## src/tsfp_pkg.sv

```systemverilog
`default_nettype none
package tsfp_pkg;

  localparam int MAX_CHANNELS = 64;
  localparam int CH_W         = $clog2(MAX_CHANNELS);
  localparam int CNT_W        = 7;
  localparam int BYTE_W       = 8;
  localparam int VAL_W        = 32;
  localparam int OUT_TDATA_W  = ((CH_W + VAL_W + 7) / 8) * 8;

  // configuration register indexes
  localparam logic REG_CHANNEL_COUNT = 1'b0;
  localparam logic REG_SEPARATOR     = 1'b1;

  localparam logic [CNT_W-1:0]  CHANNEL_COUNT_RST = 7'd1;
  localparam logic [BYTE_W-1:0] SEPARATOR_RST     = 8'd44;

  localparam logic [BYTE_W-1:0] CH_TAB   = 8'd9;
  localparam logic [BYTE_W-1:0] CH_NL    = 8'd10;
  localparam logic [BYTE_W-1:0] CH_VT    = 8'd11;
  localparam logic [BYTE_W-1:0] CH_FF    = 8'd12;
  localparam logic [BYTE_W-1:0] CH_CR    = 8'd13;
  localparam logic [BYTE_W-1:0] CH_SPACE = 8'd32;
  localparam logic [BYTE_W-1:0] CH_NEL   = 8'd133;
  localparam logic [BYTE_W-1:0] CH_NBSP  = 8'd160;
  localparam logic [BYTE_W-1:0] CH_HASH  = 8'd35;
  localparam logic [BYTE_W-1:0] CH_PLUS  = 8'd43;
  localparam logic [BYTE_W-1:0] CH_MINUS = 8'd45;
  localparam logic [BYTE_W-1:0] CH_ZERO  = 8'd48;
  localparam logic [BYTE_W-1:0] CH_NINE  = 8'd57;

  localparam logic [VAL_W-1:0] MAG_CAP = 32'h8000_0000;
  localparam logic [VAL_W-1:0] POS_MAX = 32'h7FFF_FFFF;

  typedef struct packed {
    logic       is_nl;
    logic       is_last;
    logic       is_sep;
    logic       is_blank;
    logic       is_hash;
    logic       is_digit;
    logic       is_sign;
    logic       is_minus;
    logic [3:0] digit;
  } byte_class_t;

  typedef enum logic [2:0] {
    LINE_START   = 3'b001,
    LINE_DATA    = 3'b010,
    LINE_COMMENT = 3'b100
  } line_mode_t;

endpackage
`default_nettype wire

```

## src/tsfp_classify.sv

```systemverilog
`default_nettype none
module tsfp_classify
  import tsfp_pkg::*;
(
  input  wire logic [BYTE_W-1:0] data_byte,
  input  wire logic              stream_end,
  input  wire logic [BYTE_W-1:0] separator_byte,
  output byte_class_t            cls
);

  logic [BYTE_W-1:0] digit_off;

  assign digit_off = data_byte - CH_ZERO;

  always_comb begin
    cls          = '0;
    cls.is_nl    = (data_byte == CH_NL);
    cls.is_last  = stream_end;
    cls.is_sep   = (data_byte == separator_byte);
    cls.is_blank = data_byte inside {CH_TAB, CH_VT, CH_FF, CH_CR, CH_SPACE, CH_NEL, CH_NBSP};
    cls.is_hash  = (data_byte == CH_HASH);
    cls.is_digit = data_byte inside {[CH_ZERO:CH_NINE]};
    cls.is_sign  = (data_byte == CH_PLUS) || (data_byte == CH_MINUS);
    cls.is_minus = (data_byte == CH_MINUS);
    cls.digit    = digit_off[3:0];
  end

endmodule
`default_nettype wire

```

## src/tsfp_queue.sv

```systemverilog
`default_nettype none
module tsfp_queue
  import tsfp_pkg::*;
(
  input  wire logic        clk,
  input  wire logic        rst_n,
  input  wire logic        push,
  input  byte_class_t      push_data,
  output logic             full,
  input  wire logic        pop,
  output byte_class_t      pop_data,
  output logic             not_empty
);

  byte_class_t mem_r [2];
  logic        wr_ptr_r, wr_ptr_nxt;
  logic        rd_ptr_r, rd_ptr_nxt;
  logic [1:0]  count_r, count_nxt;
  logic        do_push, do_pop;

  assign full      = (count_r == 2'd2);
  assign not_empty = (count_r != 2'd0);
  assign pop_data  = mem_r[rd_ptr_r];
  assign do_push   = push && !full;
  assign do_pop    = pop && not_empty;

  always_comb begin
    wr_ptr_nxt = wr_ptr_r ^ do_push;
    rd_ptr_nxt = rd_ptr_r ^ do_pop;
    count_nxt  = count_r + {1'b0, do_push} - {1'b0, do_pop};
  end

  always_ff @(posedge clk) begin
    if (!rst_n) begin
      wr_ptr_r <= 1'b0;
      rd_ptr_r <= 1'b0;
      count_r  <= 2'd0;
    end else begin
      wr_ptr_r <= wr_ptr_nxt;
      rd_ptr_r <= rd_ptr_nxt;
      count_r  <= count_nxt;
    end
  end

  always_ff @(posedge clk) begin
    if (do_push) begin
      mem_r[wr_ptr_r] <= push_data;
    end
  end

endmodule
`default_nettype wire

```

## src/tsfp_exec.sv

```systemverilog
`default_nettype none
module tsfp_exec
  import tsfp_pkg::*;
(
  input  wire logic             clk,
  input  wire logic             rst_n,
  input  wire logic [CNT_W-1:0] channel_count,
  input  byte_class_t           cls,
  input  wire logic             cls_valid,
  output logic                  cls_pop,
  output logic                  out_valid,
  input  wire logic             out_ready,
  output logic [CH_W-1:0]       out_channel,
  output logic [VAL_W-1:0]      out_value
);

  line_mode_t         line_r, line_nxt;
  logic               in_field_r, in_field_nxt;
  logic [CNT_W-1:0]   idx_r, idx_nxt;
  logic [VAL_W-1:0]   acc_r, acc_nxt;
  logic               neg_r, neg_nxt;
  logic               open_r, open_nxt;
  logic               text_r, text_nxt;
  logic               out_valid_r, out_valid_nxt;
  logic [CH_W-1:0]    out_ch_r, out_ch_nxt;
  logic [VAL_W-1:0]   out_val_r, out_val_nxt;

  logic               do_data, do_close, end_line, emit;
  logic [CNT_W-1:0]   limit;
  logic [VAL_W+3:0]   acc_x10;

  assign cls_pop     = cls_valid && (!out_valid_r || out_ready);
  assign out_valid   = out_valid_r;
  assign out_channel = out_ch_r;
  assign out_value   = out_val_r;

  assign limit   = (channel_count > CNT_W'(MAX_CHANNELS)) ? CNT_W'(MAX_CHANNELS) : channel_count;
  assign acc_x10 = ({4'b0, acc_r} << 3) + ({4'b0, acc_r} << 1) + {{VAL_W{1'b0}}, cls.digit};

  always_comb begin
    line_nxt      = line_r;
    in_field_nxt  = in_field_r;
    idx_nxt       = idx_r;
    acc_nxt       = acc_r;
    neg_nxt       = neg_r;
    open_nxt      = open_r;
    text_nxt      = text_r;
    out_ch_nxt    = out_ch_r;
    out_val_nxt   = out_val_r;
    out_valid_nxt = out_valid_r;
    do_data       = 1'b0;
    do_close      = 1'b0;
    end_line      = 1'b0;
    emit          = 1'b0;

    if (out_ready) begin
      out_valid_nxt = 1'b0;
    end

    if (cls_pop) begin
      if (cls.is_nl) begin
        end_line = 1'b1;
      end else begin
        case (line_r)
          LINE_START: begin
            if (cls.is_blank) begin
              line_nxt = LINE_START;
            end else if (cls.is_hash) begin
              line_nxt = LINE_COMMENT;
            end else begin
              line_nxt = LINE_DATA;
              do_data  = 1'b1;
            end
          end
          LINE_DATA:    do_data = 1'b1;
          LINE_COMMENT: do_data = 1'b0;
          default:      do_data = 1'b0;
        endcase
        end_line = cls.is_last;
      end

      if (do_data && !cls.is_sep) begin
        in_field_nxt = 1'b1;
        if (!text_r) begin
          if (!cls.is_blank) begin
            text_nxt = 1'b1;
            if (cls.is_sign) begin
              neg_nxt  = cls.is_minus;
              open_nxt = 1'b1;
            end else if (cls.is_digit) begin
              acc_nxt  = {{(VAL_W-4){1'b0}}, cls.digit};
              open_nxt = 1'b1;
            end else begin
              open_nxt = 1'b0;
            end
          end
        end else if (open_r) begin
          if (cls.is_digit) begin
            acc_nxt = (acc_x10 > {4'b0, MAG_CAP}) ? MAG_CAP : acc_x10[VAL_W-1:0];
          end else begin
            open_nxt = 1'b0;
          end
        end
      end

      // a separator closed by the same byte leaves the field closed for end of line
      do_close = in_field_nxt && (end_line || (do_data && cls.is_sep));
      if (do_close) begin
        emit = text_nxt && (idx_r < limit);
        if (emit) begin
          out_ch_nxt  = idx_r[CH_W-1:0];
          out_val_nxt = neg_nxt ? (~acc_nxt + 1'b1)
                                : ((acc_nxt > POS_MAX) ? POS_MAX : acc_nxt);
        end
        if (idx_r != {CNT_W{1'b1}}) begin
          idx_nxt = idx_r + 1'b1;
        end
        in_field_nxt = 1'b0;
        acc_nxt      = '0;
        neg_nxt      = 1'b0;
        open_nxt     = 1'b0;
        text_nxt     = 1'b0;
      end
      if (end_line) begin
        line_nxt = LINE_START;
        idx_nxt  = '0;
      end
      out_valid_nxt = emit;
    end
  end

  always_ff @(posedge clk) begin
    if (!rst_n) begin
      line_r      <= LINE_START;
      in_field_r  <= 1'b0;
      idx_r       <= '0;
      acc_r       <= '0;
      neg_r       <= 1'b0;
      open_r      <= 1'b0;
      text_r      <= 1'b0;
      out_valid_r <= 1'b0;
    end else begin
      line_r      <= line_nxt;
      in_field_r  <= in_field_nxt;
      idx_r       <= idx_nxt;
      acc_r       <= acc_nxt;
      neg_r       <= neg_nxt;
      open_r      <= open_nxt;
      text_r      <= text_nxt;
      out_valid_r <= out_valid_nxt;
    end
  end

  always_ff @(posedge clk) begin
    out_ch_r  <= out_ch_nxt;
    out_val_r <= out_val_nxt;
  end

endmodule
`default_nettype wire

```

## src/text_sample_field_parser.sv

```systemverilog
// Text sample field parser: turns a separated-integer text stream into samples.
// Input stream: one byte per transaction on in_tdata, in_tlast marks the final
//   byte of the stream (the line is ended right after it).
// Output stream: one transaction per field that holds text and whose position
//   in its line is below channel_count, capped at 64; carries the channel
//   index and the saturated signed 32-bit value.
// Configuration: cfg_we writes cfg_data into the register picked by cfg_index
//   (channel_count, separator_byte); write only while the block is idle.
// Throughput: one byte per cycle unless a sample waits on out_tready. The
//   front end classifies each byte into a two-entry queue; the back end updates
//   the line/field state and the times-ten accumulator once per popped byte.
// Path: each byte is held in the queue, then the back end pops it and loads
//   the sample into the output register that drives out_tvalid.
// Stalls: when out_tready is low the sample waits in the output register and
//   the queue takes up to two more bytes before in_tready drops.
// Reset (rst_n low, synchronous): queue and output emptied, parser at line
//   start, channel_count = 1, separator_byte = ','.
`default_nettype none
module text_sample_field_parser
  import tsfp_pkg::*;
(
  input  wire logic                   clk,
  input  wire logic                   rst_n,
  input  wire logic                   in_tvalid,
  output logic                        in_tready,
  input  wire logic [BYTE_W-1:0]      in_tdata,   // [7:0] data_byte
  input  wire logic                   in_tlast,   // stream_end
  output logic                        out_tvalid,
  input  wire logic                   out_tready,
  output logic [OUT_TDATA_W-1:0]      out_tdata,  // [5:0] channel_index, [37:6] sample_value
  input  wire logic                   cfg_we,
  input  wire logic                   cfg_index,
  input  wire logic [BYTE_W-1:0]      cfg_data
);

  logic [CNT_W-1:0]  chan_cnt_r;
  logic [BYTE_W-1:0] sep_r;
  byte_class_t       in_cls, q_cls;
  logic              q_full, q_valid, q_pop;
  logic [CH_W-1:0]   res_ch;
  logic [VAL_W-1:0]  res_val;

  always_ff @(posedge clk) begin
    if (!rst_n) begin
      chan_cnt_r <= CHANNEL_COUNT_RST;
      sep_r      <= SEPARATOR_RST;
    end else if (cfg_we) begin
      case (cfg_index)
        REG_CHANNEL_COUNT: chan_cnt_r <= cfg_data[CNT_W-1:0];
        REG_SEPARATOR:     sep_r      <= cfg_data;
        default:           sep_r      <= sep_r;
      endcase
    end
  end

  tsfp_classify u_classify (
    .data_byte      (in_tdata),
    .stream_end     (in_tlast),
    .separator_byte (sep_r),
    .cls            (in_cls)
  );

  assign in_tready = !q_full;

  tsfp_queue u_queue (
    .clk       (clk),
    .rst_n     (rst_n),
    .push      (in_tvalid),
    .push_data (in_cls),
    .full      (q_full),
    .pop       (q_pop),
    .pop_data  (q_cls),
    .not_empty (q_valid)
  );

  tsfp_exec u_exec (
    .clk           (clk),
    .rst_n         (rst_n),
    .channel_count (chan_cnt_r),
    .cls           (q_cls),
    .cls_valid     (q_valid),
    .cls_pop       (q_pop),
    .out_valid     (out_tvalid),
    .out_ready     (out_tready),
    .out_channel   (res_ch),
    .out_value     (res_val)
  );

  assign out_tdata = {{(OUT_TDATA_W-CH_W-VAL_W){1'b0}}, res_val, res_ch};

endmodule
`default_nettype wire
```

## config.mk

```make
export PLATFORM = sky130hd
export DESIGN_NAME = text_sample_field_parser
export DESIGN_NICKNAME = d
export VERILOG_FILES = /design/src/tsfp_pkg.sv /design/src/tsfp_classify.sv /design/src/tsfp_queue.sv /design/src/tsfp_exec.sv /design/src/text_sample_field_parser.sv
export SDC_FILE = /design/constraint.sdc
export NUM_CORES = 1
export LEC_CHECK = 0
export BUFFER_PORTS_ARGS = -buffer_cell sky130_fd_sc_hd__buf_4
export CAP_MARGIN = 0
export CELL_PAD_IN_SITES_DETAIL_PLACEMENT = 0
export CELL_PAD_IN_SITES_GLOBAL_PLACEMENT = 1
export CORE_MARGIN = 5
export CORE_UTILIZATION = 40
export DETAILED_ROUTE_END_ITERATION = 8
export MAX_ROUTING_LAYER = met4
export PLACE_DENSITY = 0.76
export SLEW_MARGIN = 20
export SYNTH_ARGS = -nofsm -noshare
export SYNTH_HDL_FRONTEND = slang
export SYNTH_HIERARCHICAL = 1
export SYNTH_SLANG_ARGS = --single-unit
```

## constraint.sdc

```tcl
create_clock -name clk -period 5.9 [get_ports clk]
set_input_delay 0.59 -clock clk [delete_from_list [all_inputs] [get_ports clk]]
set_output_delay 0.59 -clock clk [all_outputs]
set_load 0.03 [all_outputs]
```

==> metrics.txt, run 1 <==
antenna viol nets, final 0; Reg clk slew, reported paths around 0.070 ns; Final Cycle Share 0.940; antenna violations before repair 0; Crit path max-delay family simple AND/OR/NAND/NOR gates; PwrDens 262 nW/um^2; synthesized cell area 9760 um^2; crit path launch type register; post-DR wirelength/cell ~19 um; clk sinks between 100 and 150; DR iter-0 viols ~770; crit path kind register to register; Slew Limit Fails 0; CTS Hold Buffers Added 0; EDFF count, synth 62; R2R Setup Slk roughly 0.35 ns; largest family of logic cells by synthesized area compound AO/OA/AOI/OAI gates; Rows between 50 and 60; largest net degree at the start of global routing 40; routability congestion estimate 0.861; DR DRC count 0; slowest CP cell or4b_4; Final Hold Fails 0; TritonCTS buffer count 17; FF/Latch Area between 3000 and 4000 um^2; Max FO, Critical Path 6; Least-Margin Pin Slew 0.806 ns; Initial Util 0.404; die area roughly 28000 um^2; RSZ-0062 raised after global routing false; Synth cell types about 100; core area 24200 um^2; Tmin final 5.55 ns; ys async rst share 0; VDD IR max about 0.20 mV; Skew-Pair Late Insertion Delay approximately 0.42 ns; CP max stage delay 0.60 ns; simple-gate share of the synthesized area 0.219; multi-input logic area approximately 6200 um^2; first-pass GRT wire length around 46 mm; top_reg_cell synth dfxtp_1; diodes inserted 0; Synth Area in XOR/XNOR 0.0488; Adder-Cell Fraction of Synth Area 0.102; CTS root buffer clkbuf_16; Vias/cell just under 6; CTS max path bufs 2; #FFs+latches synth between 100 and 150; P&R area growth vs syn 13.7%; max frequency 0.180 GHz; I/O pins 65; Req. time, crit path 6.03 ns; layout net count between 1000 and 1500; Cell Chain, Critical Path mux2_2, inv_1, fa_1, fa_1, nand2b_1, a21oi_2, o31ai_1, a211oi_1, or4b_1, and3_4, or4_4, a21oi_1, a211o_1, or4b_4, nor4_1, xor2_1, a21oi_1; post-synthesis mux area share 0.0294; # Max-Cap Violations 0; Die Wd between 150 and 200 um; CTS tree yes; critical hold path startpoint in_tlast; outcome complete, no violations; max_slew headroom 0.447; DP Wirelength between 20 and 25 mm; crit path buf inv count 1; total gr overflow 0; Synth Area in Compound Gates 0.229; vias in the first global route approximately 8500; H-tree depth 4; DR pass1 iterations 6; Die Ht roughly 170 um; final wirelength around 29 mm; sequential share of the synthesized area 0.328; Worst Path Arrival between 5 and 6 ns; setup TNS 0 ns; Total GRT Usage 0.211; Mapped Avg Cell Area 8.79 um^2; I/O Buffers 62; Ys Warns 6; Final Setup Violations 0; share of post-route cells with drive strength above 1 0.153; P_leak 0.00453 uW; fillers around 2400; Design Power 2910 uW; clock skew 0.0121 ns; vias just under 9000; nature of the critical path endpoint register; Post-Syn Instances 1110; HP Class input port to register
==> worst reg2reg max path, stage by stage, from the launching register on <==
cell and delay (ns):
dfxtp_1 0.44, mux2_2 0.39, inv_1 0.08, fa_1 0.43
fa_1 0.47, nand2b_1 0.21, a21oi_2 0.26, o31ai_1 0.11
a211oi_1 0.54, or4b_1 0.20, and3_4 0.23, or4_4 0.17
a21oi_1 0.13, a211o_1 0.35, or4b_4 0.60, nor4_1 0.39
xor2_1 0.18, a21oi_1 0.09
==> final cells by class <==
cell class / instances / share of cell area
Sequential cell: 129 / 0.289
Tap cell: 324 / 0.0365
Clock buffer: 18 / 0.0387
Clock inverter: 14 / 0.0183
Inverter: 29 / 0.00981
Timing Repair Buffer: 76 / 0.0514
Multi-Input combinational cell: 899 / 0.557
==> cell families after synthesis <==
family                     count (synthesis)
and+or+nand+nor                          420
adders and majority gates                 78
DFF                                      129
AOI/OAI and AO/OA                        319
buffers and inverters                     84
muxes                                     27
other                                      1
xor gates and xnor gates                  52
==> what timing repair did <==
item	4_1_cts	5_1_grt
endpoints found under the setup margin	0	28
buffers inserted	0	0
gates resized for setup	0	8
==> worst paths after layout <==
check	to	depth (start not counted)
min	u_queue/mem_r[0][10]$_DFFE_PP_	1
max reg2reg	u_exec/out_value[24]$_DFFE_PP_	17
max	u_exec/out_value[24]$_DFFE_PP_	17
min reg2reg	chan_cnt_r[2]$_SDFFE_PN0P_	2
==> cell usage after synthesis (5+ instances only) <==
library cell,n,share of area
a211o_1,7,0.0063
a211oi_1,9,0.0069
a21o_1,8,0.0062
a21oi_1,83,0.043
a22o_1,17,0.015
a22oi_1,37,0.028
a311oi_1,5,0.0045
a31oi_1,6,0.0038
a32oi_1,6,0.0054
and2_1,16,0.010
and3_1,6,0.0038
and4_1,6,0.0054
buf_2,10,0.0051
buf_4,16,0.012
buf_6,5,0.0058
clkbuf_1,23,0.0088
dfxtp_1,67,0.14
edfxtp_1,62,0.19
ha_1,76,0.097
inv_1,27,0.010
mux2_2,13,0.015
mux2i_1,14,0.014
nand2_1,114,0.044
nand2b_1,14,0.0090
nand3_1,25,0.013
nand3b_1,6,0.0046
nand4_1,20,0.013
nor2_1,129,0.050
nor2b_1,6,0.0038
nor3_1,20,0.010
nor4_1,8,0.0051
o211ai_1,14,0.011
o21a_1,14,0.011
o21ai_0,40,0.021
o21ai_1,17,0.0087
o31ai_1,5,0.0038
or3_1,12,0.0077
xnor2_1,24,0.022
xor2_1,26,0.023
==> flip-flops by register name, indices dropped and copies added (netlist names), named ones only <==
name                count
u_exec/text_r           1
u_exec/neg_r            1
u_exec/out_valid        1
u_exec/idx_r            7
chan_cnt_r              7
u_queue/mem_r          24
u_queue/rd_ptr_r        1
u_exec/out_channel      6
u_exec/open_r           1
sep_r                   8
u_queue/wr_ptr_r        1
u_exec/acc_r           32
u_queue/count_r         2
u_exec/line_r           3
u_exec/in_field_r       1
u_exec/out_value       32
==> placed cells by master, fill, tap and decap left out, drive strengths merged, types with 14 or more instances in the layout <==
cell	instances
o21a	15
nand2b	14
nor2	129
buf	76
inv	34
nor3	26
nand3	27
ha	76
xor2	27
mux2i	14
o211ai	14
and2	17
edfxtp	62
nand4	20
xnor2	24
a22oi	38
a22o	17
o21ai	59
a21oi	89
clkbuf	18
nand2	115
dfxtp	67
==> where the power goes <==
| part | leakage, uW | internal (uW) | total, uW | switching (uW) |
|---|---|---|---|---|
| clock network | 0.000312 | 716 | 1140 | 423 |
| logic | 0.00309 | 257 | 745 | 488 |
| registers | 0.00113 | 996 | 1030 | 30.6 |
==> per-layer routing <==
layer,routed length (um),up-vias,global-route usage
met5,0,-,-
met4,835,0,0.0692
met3,1070,50,0.0312
met2,14700,240,0.368
met1,12100,4150,0.250
li1,-,4227,-
==> stage by stage <==
stage               utilization  cells  area (um^2)  setup slack (ns)  hold slack [ns]
finish                    0.459   1489        11100             0.355            0.352
global route              0.459   1489        11100            0.0191            0.332
CTS                       0.457   1488        11100             0.144            0.333
detailed placement        0.431   1456        10400             0.190            0.448
global placement          0.431   1456        10400             0.214            0.446
floorplan                     -   1111         9760             0.824            0.435
No activity file was read; power rests on OpenSTA's default activity.
==> run 2: changes to the inputs <==
--- a/config.mk
+++ b/config.mk
@@ -11,6 +11,7 @@
 export CELL_PAD_IN_SITES_GLOBAL_PLACEMENT = 1
 export CORE_MARGIN = 5
 export CORE_UTILIZATION = 40
+export CTS_BUF_LIST = sky130_fd_sc_hd__clkbuf_16
 export DETAILED_ROUTE_END_ITERATION = 8
 export MAX_ROUTING_LAYER = met4
 export PLACE_DENSITY = 0.76
@@ -19,3 +20,4 @@
 export SYNTH_HDL_FRONTEND = slang
 export SYNTH_HIERARCHICAL = 1
 export SYNTH_SLANG_ARGS = --single-unit
+export TNS_END_PERCENT = 100
==> constraint.sdc (replaced) <==
create_clock -name clk -period 6.66 [get_ports clk]
set_input_delay 0.666 -clock clk [delete_from_list [all_inputs] [get_ports clk]]
set_output_delay 0.666 -clock clk [all_outputs]
set_load 0.03 [all_outputs]
==> metrics.txt, run 2 (synthesis results as in run 1) <==
routability congestion estimate about 0.87; Slew Limit Fails 0; worst hold slack between 0.4 and 0.5 ns; combinational share of power 0.262; Reg clk slew, reported paths about 0.070 ns; crit path buf inv count 2; layout net count 1246; crit path launch type register; die area 27600 um^2; first-pass GRT wire length approximately 46 mm; most frequent cells in the layout nor2_1 (129), nand2_1 (114), a21oi_1 (83); antenna viol nets, final 0; Psw 832 uW; final worst slack about 0.8 ns; DR iter-0 viols approximately 720; Die Ht ~170 um; Rows 57; vias 8578; Vias/cell roughly 5.8; HP Class input port to register; Worst Path Arrival just over 6 ns; commonest non-fill, non-tap cell in the layout nor2_1; max_slew headroom 0.478; P&R area growth vs syn 12.4%; final std cells w/o fill ~1500; Cell Chain, Critical Path mux2_2, inv_1, fa_1, inv_1, ha_1, a211oi_2, o21ai_1, a32oi_1, nand2_1, mux2i_1, or4_1, nor4b_1, a31oi_1, nor3_4, a22oi_1, or3_1, a32oi_1; H-tree depth 4; Post-CTS Setup Bufs 0; CTS Hold Buffers Added 0; I/O pins between 60 and 70; CTS root buffer clkbuf_16; Req. time, crit path slightly below 7 ns; I/O Buffers between 60 and 70; Max FO, Critical Path 16; placed cells ~1500; slowest CP cell nor3_4; PwrDens approximately 230 nW/um^2; largest net degree at the start of global routing 40; DR pass1 iterations 7; crit path kind register to register; dpl ws approximately 0.86 ns; Total GRT Usage 0.209; nature of the critical path endpoint register; Crit path max-delay family simple AND/OR/NAND/NOR gates; final wirelength roughly 28 mm; antenna violations before repair 0; post-DR wirelength/cell between 15 and 20 um; Internal around 1700 uW; CTS max path bufs 2; core area approximately 24000 um^2; outcome complete, no violations; setup TNS 0 ns; RSZ-0062 raised after global routing false; Final Setup Violations 0; total gr overflow 0; Least-Margin Pin Slew about 0.76 ns; VDD IR max about 0.15 mV; sequential power share 0.363; Initial Util 0.404; DR DRC count 0; Tmin final 5.85 ns; diodes inserted 0; Final Cycle Share 0.879; post-cts resize count 0; # Max-Cap Violations 0; clk sinks 129; Sw Share 0.333; CTS tree yes; Skew-Pair Late Insertion Delay 0.42 ns; share of post-route cells with drive strength above 1 0.142; clock skew ~0.014 ns; Layout Utilization 0.454; max frequency 0.171 GHz; Final Hold Fails 0; clock network power share 0.374; Die Wd 166 um; TritonCTS buffer count 17; vias in the first global route ~8400; DP Wirelength 21.7 mm; P_leak 0.00447 uW; CP max stage delay 0.65 ns
## run 2: cell count changes in the layout (fill, tap and decap cells not counted), sizes merged
| cell | change |
|---|---|
| nor3 | -1 |
| bufinv | -3 |
| clkinv | +1 |
| clkbuf | +1 |
| buf | -6 |
| inv | +1 |
## run 2: area by class of cell
cell class	instances	area [um^2]
clock buffers	19	475
inverters	29	109
multi-input cells	898	6130
well taps	324	405
fillers	2371	13200
repair buffers	70	526
flip-flops and latches	129	3200
clock inverters	13	121
## run 2: per-stage QoR
step	instance area [um^2]	total power [uW]
global route	11000	2630
floorplan	9760	1400
finish	11000	2500
CTS	11000	2510
detailed placement	10400	1570
global placement	10400	1560
## run 2: worst paths after layout
| kind | from | to | slack, ns | cells past startpoint |
|---|---|---|---|---|
| hold reg to reg | chan_cnt_r[5]$_SDFFE_PN0P_ | chan_cnt_r[5]$_SDFFE_PN0P_ | 0.46 | 2 |
| hold / removal | in_tlast | u_queue/mem_r[0][10]$_DFFE_PP_ | 0.43 | 1 |
| setup reg to reg | register | u_exec/out_value[13]$_DFFE_PP_ | 0.81 | 17 |
| setup / recovery | register | u_exec/out_value[13]$_DFFE_PP_ | 0.81 | 17 |
## run 2: layer usage
layer,track usage,up-vias,share of wire
met5,-,-,0
met3,0.0317,40,0.043
li1,-,4218,-
met1,0.258,4067,0.43
met2,0.352,253,0.49
met4,0.0664,0,0.029
## run 2: power groups by stage
stage | Combinational (uW) | Sequential, uW | Clock, uW
6_report | 656 | 909 | 936
3_3_place_gp | 638 | 925 | 0
4_1_cts | 650 | 910 | 947
2_1_floorplan | 482 | 920 | 0
5_1_grt | 720 | 916 | 990
3_5_place_dp | 644 | 926 | 0
## run 2: worst reg2reg max path, cell delays in order, from the launching register on
cell and delay, ns:
dfxtp_1 0.42, mux2_2 0.39, inv_1 0.09, fa_1 0.43, inv_1 0.08, ha_1 0.23, a211oi_2 0.30, o21ai_1 0.30
a32oi_1 0.37, nand2_1 0.23, mux2i_1 0.18, or4_1 0.50, nor4b_1 0.38, a31oi_1 0.23, nor3_4 0.65, a22oi_1 0.29
or3_1 0.37, a32oi_1 0.22
